## config.mk

```make
export PLATFORM = sky130hd
export DESIGN_NAME = ket_cmd_q
export DESIGN_NICKNAME = d
export VERILOG_FILES = /design/src/hw/rtl/ket_pkg.sv /design/src/hw/rtl/ket_cmd_q.sv
export SDC_FILE = /design/constraint.sdc
export NUM_CORES = 1
export LEC_CHECK = 0
export ABC_AREA = 1
export BUFFER_PORTS_ARGS = -buffer_cell sky130_fd_sc_hd__buf_2
export CAP_MARGIN = 20
export CELL_PAD_IN_SITES_DETAIL_PLACEMENT = 1
export CELL_PAD_IN_SITES_GLOBAL_PLACEMENT = 2
export CORE_UTILIZATION = 35
export CTS_CLUSTER_DIAMETER = 80
export CTS_CLUSTER_SIZE = 25
export DETAILED_ROUTE_END_ITERATION = 10
export GPL_TIMING_DRIVEN = 1
export PLACE_DENSITY_LB_ADDON = 0.25
export SLEW_MARGIN = 20
export SYNTH_ARGS = -nofsm -noshare
export SYNTH_HDL_FRONTEND = slang
export SYNTH_SLANG_ARGS = --single-unit
```

## constraint.sdc

```tcl
create_clock -name clk -period 8 [get_ports clk]
set_input_delay 0.4 -clock clk [delete_from_list [all_inputs] [get_ports clk]]
set_output_delay 0.4 -clock clk [all_outputs]
set_load 0.02 [all_outputs]
```

## src/hw/rtl/ket_pkg.sv

```systemverilog
// Shared types, widths and helpers of the key event tracker.
// No dependencies; every other file of the block refers to it by scoped names.
package ket_pkg;

  localparam int NUM_KEYS   = 256;
  localparam int FIFO_DEPTH = 256;
  localparam int CMDQ_DEPTH = 2;

  localparam int OP_W     = 2;
  localparam int KEY_W    = 8;
  localparam int CODE_W   = 23;
  localparam int TIME_W   = 63;
  localparam int DROP_W   = 32;
  localparam int OFFSET_W = 64;

  localparam int KEY_IDX_W = (NUM_KEYS > 1) ? $clog2(NUM_KEYS) : 1;
  localparam int FIFO_AW   = $clog2(FIFO_DEPTH);
  localparam int CMDQ_AW   = (CMDQ_DEPTH > 1) ? $clog2(CMDQ_DEPTH) : 1;
  localparam int CMDQ_CW   = $clog2(CMDQ_DEPTH + 1);

  localparam logic [KEY_W-1:0] NULL_KEY    = 8'd0;
  localparam logic [KEY_W-1:0] IGNORED_KEY = 8'd255;

  typedef enum logic [OP_W-1:0] {
    OP_KEY        = 2'd0,
    OP_FOCUS_LOST = 2'd1,
    OP_POP        = 2'd2,
    OP_DROP_READ  = 2'd3
  } op_t;

  typedef enum logic [1:0] {
    CMD_ENQ       = 2'd0,
    CMD_POP       = 2'd1,
    CMD_DROP_READ = 2'd2
  } cmd_kind_t;

  typedef struct packed {
    logic [OP_W-1:0]   op;
    logic [KEY_W-1:0]  key;
    logic [CODE_W-1:0] code;
    logic              press;
    logic [TIME_W-1:0] stamp;
  } item_t;

  typedef struct packed {
    cmd_kind_t         kind;
    logic [KEY_W-1:0]  key;
    logic [CODE_W-1:0] code;
    logic              press;
    logic [TIME_W-1:0] stamp;
  } cmd_t;

  // request from the front end into the command queue
  typedef struct packed {
    logic valid;
    cmd_t cmd;
  } push_t;

  typedef struct packed {
    logic              press;
    logic [CODE_W-1:0] code;
    logic [KEY_W-1:0]  key;
  } event_t;

  function automatic logic [FIFO_AW-1:0] fifo_inc(input logic [FIFO_AW-1:0] p);
    return (p == FIFO_AW'(FIFO_DEPTH - 1)) ? '0 : p + 1'b1;
  endfunction

endpackage

```

## src/hw/rtl/ket_cmd_q.sv

```systemverilog
// Short command queue between front end and back end.
// Depends on ket_pkg for the command type and depth.
module ket_cmd_q (
  input  logic            clk,
  input  logic            rst_n,
  input  ket_pkg::push_t  push,
  output logic            push_ready,
  output ket_pkg::cmd_t   head,
  output logic            head_valid,
  input  logic            pop
);

  localparam int Aw = ket_pkg::CMDQ_AW;
  localparam int Cw = ket_pkg::CMDQ_CW;

  ket_pkg::cmd_t  entry_r [ket_pkg::CMDQ_DEPTH];
  logic [Aw-1:0]  wr_r, rd_r;
  logic [Cw-1:0]  count_r;
  logic           push_acc;

  assign push_ready = (count_r != Cw'(ket_pkg::CMDQ_DEPTH));
  assign head_valid = (count_r != '0);
  assign head       = entry_r[rd_r];
  assign push_acc   = push.valid && push_ready;

  always_ff @(posedge clk) begin
    if (!rst_n) begin
      wr_r    <= '0;
      rd_r    <= '0;
      count_r <= '0;
    end else begin
      if (push_acc) wr_r <= (wr_r == Aw'(ket_pkg::CMDQ_DEPTH - 1)) ? '0 : wr_r + 1'b1;
      if (pop)      rd_r <= (rd_r == Aw'(ket_pkg::CMDQ_DEPTH - 1)) ? '0 : rd_r + 1'b1;
      case ({push_acc, pop})
        2'b10:   count_r <= count_r + 1'b1;
        2'b01:   count_r <= count_r - 1'b1;
        default: count_r <= count_r;
      endcase
    end
  end

  always_ff @(posedge clk) begin
    if (push_acc) entry_r[wr_r] <= push.cmd;
  end

endmodule

```

==> results.md, run 1 <==
- H-tree levels: 4
- Vias/cell: 4.54
- Final instance area: 9340 µm²
- Post-layout nets: 650
- IR drop worst, VDD: 0.000162 V
- Setup crit end kind: primary output
- Detailed Route Iter0 Violations: 187
- Syn Std Cell Area: 7340 µm²
- Area delta synth->final: 27.3%
- Placed instance area: 8650 µm²
- Synth unique cells: 14
- F_max: 0.364 GHz
- Crit path kind: reg2out
- Largest net degree at the start of global routing: 73
- PwrDens: 276 nW/µm²
- Final min period: 2.75 ns
- Hold Startpoint: push[58]
- Final antenna-violating net count: 0
- CTS Buffer Depth: 2
- Total CTS buffers: 17
- Pre-CTS WS: 5.37 ns
- GRT Total Usage: 14.2%
- Cells along the critical path: buf_6, mux2_2, buf_2
- Post-DP HPWL: 9.55 mm
- Post-synth top area cell: edfxtp_1
- Die width: 147 µm
- Crit path largest cell delay: 0.60 ns
- Startpoint Class: register
- Hold Vio Cnt, Final: 0
- Period utilization: 34.4%
- Most frequent cells in the layout: buf_2, edfxtp_1, mux2_2
- DR pass1 iterations: 4
- Clock latency on the worst-skew pair: 0.43 ns
- Yosys warning count: 0
- Antenna cells: 0
- Min-delay worst type: in2reg
- Number of cell rows: 52
- Core box area: 20,400 µm²
- Post-DR wirelength/cell: 17.6 µm
- Die height: 147 µm
- Post-CTS Hold Fix Bufs: 0
- Unrepaired setup endpoints after global routing: no
- Initial Util: 35.9%
- Total Routed Length: 14.6 mm
- Syn avg cell area: 21.9 µm²
- CTS Sinks: 199
- Synth top area share: 79.3%
- Total Power: 2580 µW
- Outcome: complete, no violations
- IO Count: 200
- Cts repair resizes: 0
- Worst Path Arrival: 2.35 ns
- Sequential fraction of the synthesis area: 80.7%
- Die ar.: 21,600 µm²
- Slowest CP cell: buf_6
- Vias in the first global route: 4,149
- Most common cell after layout, fill and taps aside: buf_2
- Layout cells sized above 1: 59.7%
- First-pass GRT wire length: 22.7 mm
- Final WS setup: 5.25 ns
- P_leak: 0.00355 µW
- Largest cells by area after synthesis: edfxtp_1, mux2_2, mux2_4
- Clk slew on worst S/H paths: 0.07 ns
- Clk_skew: 0.00799 ns
- CTS root buf: clkbuf_16
- Post-CTS Setup Bufs: 0
- Slew margin rel.: 43.3%
- Finished Core Util: 45.7%
- CP required: 7.60 ns
- TNS Setup: 0 ns
- Antenna violations before repair: 1
- Worst slew pin tran: 0.850 ns
- GR Overflow Total: 0
- DRC violations left: 0
- Synth Register Bits: 199
- Worst Path Max Fanout: 72
- Max_cap viols: 0
- Post-synthesis cell count: 336
- Final setup violation count: 0
- Final Max Tran Viols: 0
- PortBufs: 199
- Syn Nets: 438
- Routability Congestion: 0.697
- CTS tree: built
- R2r startpoint: count_r[0]
- Via count: 3,774
-- per-layer routing --
metal | vias up | wire [µm] | track usage, %
li1 | 1741 | - | -
met1 | 1875 | 6040 | 17.2
met2 | 139 | 7090 | 22.8
met3 | 19 | 1230 | 5.50
met4 | 0 | 229 | 5.47
met5 | - | 0 | 0
-- metrics by stage --
| step | hold slack [ns] | std cells |
|---|---|---|
| floorplan | 0.463 | 336 |
| detailed placement | 0.525 | 799 |
| global route | 0.131 | 831 |
| global placement | 0.483 | 799 |
| finish | 0.154 | 831 |
| CTS | 0.130 | 831 |
-- cells in the mapped netlist, drive strengths merged --
| library cell | n |
|---|---|
| edfxtp | 194 |
| mux2 | 97 |
| buf | 11 |
| nand2 | 10 |
| nor2 | 10 |
| dfxtp | 5 |
| inv | 4 |
| a21oi | 1 |
| ha | 1 |
| nand4 | 1 |
| o21ai | 1 |
| or2 | 1 |
-- power by group --
| part | total (µW) | switching [µW] | internal [µW] |
|---|---|---|---|
| registers | 1260 | 22.2 | 1240 |
| logic | 311 | 188 | 123 |
| clock network | 1010 | 385 | 622 |
-- registers in the layout, indices dropped and copies added (netlist names), named ones only --
signal	cells
rd_r	1
count_r	2
wr_r	1
entry_r	194
-- worst max-delay path: cells and delay by family (launching register included) --
family / cells / cell delay (ns)
buffers and inverters: 2 / 0.76
DFF: 1 / 0.59
muxes: 1 / 0.42
-- final timing paths --
kind	slack [ns]	cells after the start	end
max	5.25	3	head[79]
min	0.15	1	entry_r[1][58]
max reg2reg	6.13	5	entry_r[0][84]
min reg2reg	0.52	2	register
-- cells by family after synthesis --
logic type,synth area share (%)
DFF,80.7
muxes,16.4
and+or+nand+nor,1.19
buffers and inverters,1.38
AOI/OAI and AO/OA,0.136
adders and majority gates,0.170
-- layout make-up --
type / count / area [µm²]
clock buffers: 17 / 425
well taps: 270 / 338
multi-input cells: 122 / 1330
flip-flops and latches: 199 / 5930
clock inverters: 15 / 269
repair buffers: 204 / 1040
fillers: 1982 / 11100
inverters: 4 / 15.0
No activity file was read; power rests on OpenSTA's default activity.
==> run 2: changes to the inputs <==
==> constraint.sdc (replaced) <==
create_clock -name clk -period 2.58 [get_ports clk]
set_input_delay 0.129 -clock clk [delete_from_list [all_inputs] [get_ports clk]]
set_output_delay 0.129 -clock clk [all_outputs]
set_load 0.02 [all_outputs]
==> run 2 against run 1 <==
Net effect: global-route usage rose by 0.079 points; design area rose by 10%; flip-flop and latch count did not move; critical path depth did not move; clock-buffer cell count did not move; clock power rose to 2.5 times the previous value; wire length rose by 2.5%; die area did not move; critical endpoint is now head[86]; largest cell class unchanged.
==> results.md, run 2 (synthesized netlist as in run 1, its figures left out) <==
- Clock latency on the worst-skew pair: 0.42 ns
- CTS tree: built
- Via count: 4,098
- Final Max Tran Viols: 0
- Startpoint Class: register
- F_max: 0.492 GHz
- M1 GR Usage: 16.6%
- Slew margin rel.: 61.8%
- Core box area: 20,400 µm²
- Die ar.: 21,600 µm²
- Switch share: 24.8%
- Vias/cell: 4.41
- GR Overflow Total: 0
- Most frequent cells in the layout: buf_2, edfxtp_1, dlygate4sd3_1
- Worst slew pin tran: 0.574 ns
- Period utilization: 78.8%
- H-tree levels: 4
- Layout cells sized above 1: 51.3%
- Detailed Route Iter0 Violations: 168
- Post-layout nets: 749
- DR pass1 iterations: 4
- Clk_skew: 0.0124 ns
- Crit path largest cell delay: 0.60 ns
- CTS root buf: clkbuf_16
- Area delta synth->final: 40.0%
- Unrepaired setup endpoints after global routing: no
- Logic pwr share: 14.7%
- Vias in the first global route: 4,539
- PortBufs: 199
- IR drop worst, VDD: 0.000424 V
- Post-DP HPWL: 9.33 mm
- TNS Setup: 0 ns
- Clk slew on worst S/H paths: 0.07 ns
- Antenna cells: 0
- Crit path buffers/inverters: 2
- Internal Power: 5680 µW
- Die height: 147 µm
- Crit path kind: reg2out
- Final setup violation count: 0
- Top flop regs: entry_r: 194 flops, count_r: 2 flops
- Biggest register: entry_r
- Total CTS buffers: 17
- Number of flip-flops in the largest register: 194
- PwrDens: 735 nW/µm²
- IO Count: 200
- CTS Sinks: 199
- Flop pwr share: 51.6%
- Sw Pwr: 1870 µW
- Number of cell rows: 52
- Fin Hold WS: 0.131 ns
- Setup crit end kind: primary output
- Slowest CP cell: dfxtp_4
- GRT Max-Usage Layer: met2
- Clock network power share: 33.8%
- Hold Vio Cnt, Final: 0
- Largest net degree at the start of global routing: 99
- Total Routed Length: 14.9 mm
- First-pass GRT wire length: 23.5 mm
- CTS Buffer Depth: 2
- Pre-CTS WS: 0.676 ns
- P_leak: 0.00392 µW
- Initial Util: 35.9%
- Final WS setup: 0.546 ns
- Fin cells: 929
- DRC violations left: 0
- Global Route met2 Usage: 25.6%
- Post-CTS Setup Bufs: 0
- Final antenna-violating net count: 0
- Cells along the critical path: buf_12, mux2_2, buf_2
- Most common cell after layout, fill and taps aside: buf_2
- Outcome: complete, no violations
- Max_cap viols: 0
- Critical path's top delay family: flip-flops
- GRT Total Usage: 14.3%
- Post-DR wirelength/cell: 16.1 µm
- Antenna violations before repair: 0
- Routability Congestion: 0.686
- CP required: 2.45 ns
- Worst Path Max Fanout: 37
- R2r setup slk: 0.71 ns
- Worst Path Arrival: 1.90 ns
- Final min period: 2.03 ns
- Placed Cells: 799
- Die width: 147 µm
- Met3 usage: 3.76%
- Min-delay worst type: in2reg
[run 2: worst paths after layout]
check,from,to,cells after the start
setup reg to reg,count_r[0],entry_r[0][72],5
hold reg to reg,rd_r,register,2
hold / removal,push[97],wr_r,5
setup / recovery,register,head[86],3
[run 2: area by class of cell]
type | instances | area [µm²]
Clock buffer | 17 | 425
Timing Repair Buffer | 303 | 2090
Clock inverter | 14 | 149
Sequential cell | 199 | 5930
Multi-Input combinational cell | 122 | 1340
Fill cell | 1974 | 10200
Tap cell | 270 | 338
Inverter | 4 | 15.0
[run 2: through the flow]
| stage | instance area (µm²) | power (µW) | util [%] |
|---|---|---|---|
| floorplan | 7360 | 4590 | - |
| global placement | 8710 | 4940 | 42.7 |
| detailed placement | 8710 | 4980 | 42.7 |
| CTS | 10300 | 7670 | 50.3 |
| global route | 10300 | 7870 | 50.3 |
| finish | 10300 | 7560 | 50.3 |
[run 2: worst min-delay path, delay by kind of cell]
family,cells,cell delay (ns)
buf+inv,1,0.08
simple gates,4,0.29
[run 2: power by group through the flow]
| stage | combinational (µW) | sequential, µW | clock (µW) |
|---|---|---|---|
| after floorplan | 642 | 3950 | 0 |
| after global placement | 987 | 3960 | 0 |
| after detailed placement | 1000 | 3970 | 0 |
| after CTS | 1130 | 3900 | 2640 |
| after global routing | 1190 | 3920 | 2760 |
| final | 1110 | 3900 | 2550 |
[run 2: what timing repair did]
item,CTS,global route
setup endpoints to repair,0,0
endpoints found under the hold margin,199,0
hold buffers,99,0
gates resized for setup,0,0
[run 2: routing by layer]
metal	share of wire, %	vias to the layer above
met5	0	-
met3	5.0	11
li1	-	1941
met2	52	124
met1	42	2022
met4	0.91	0
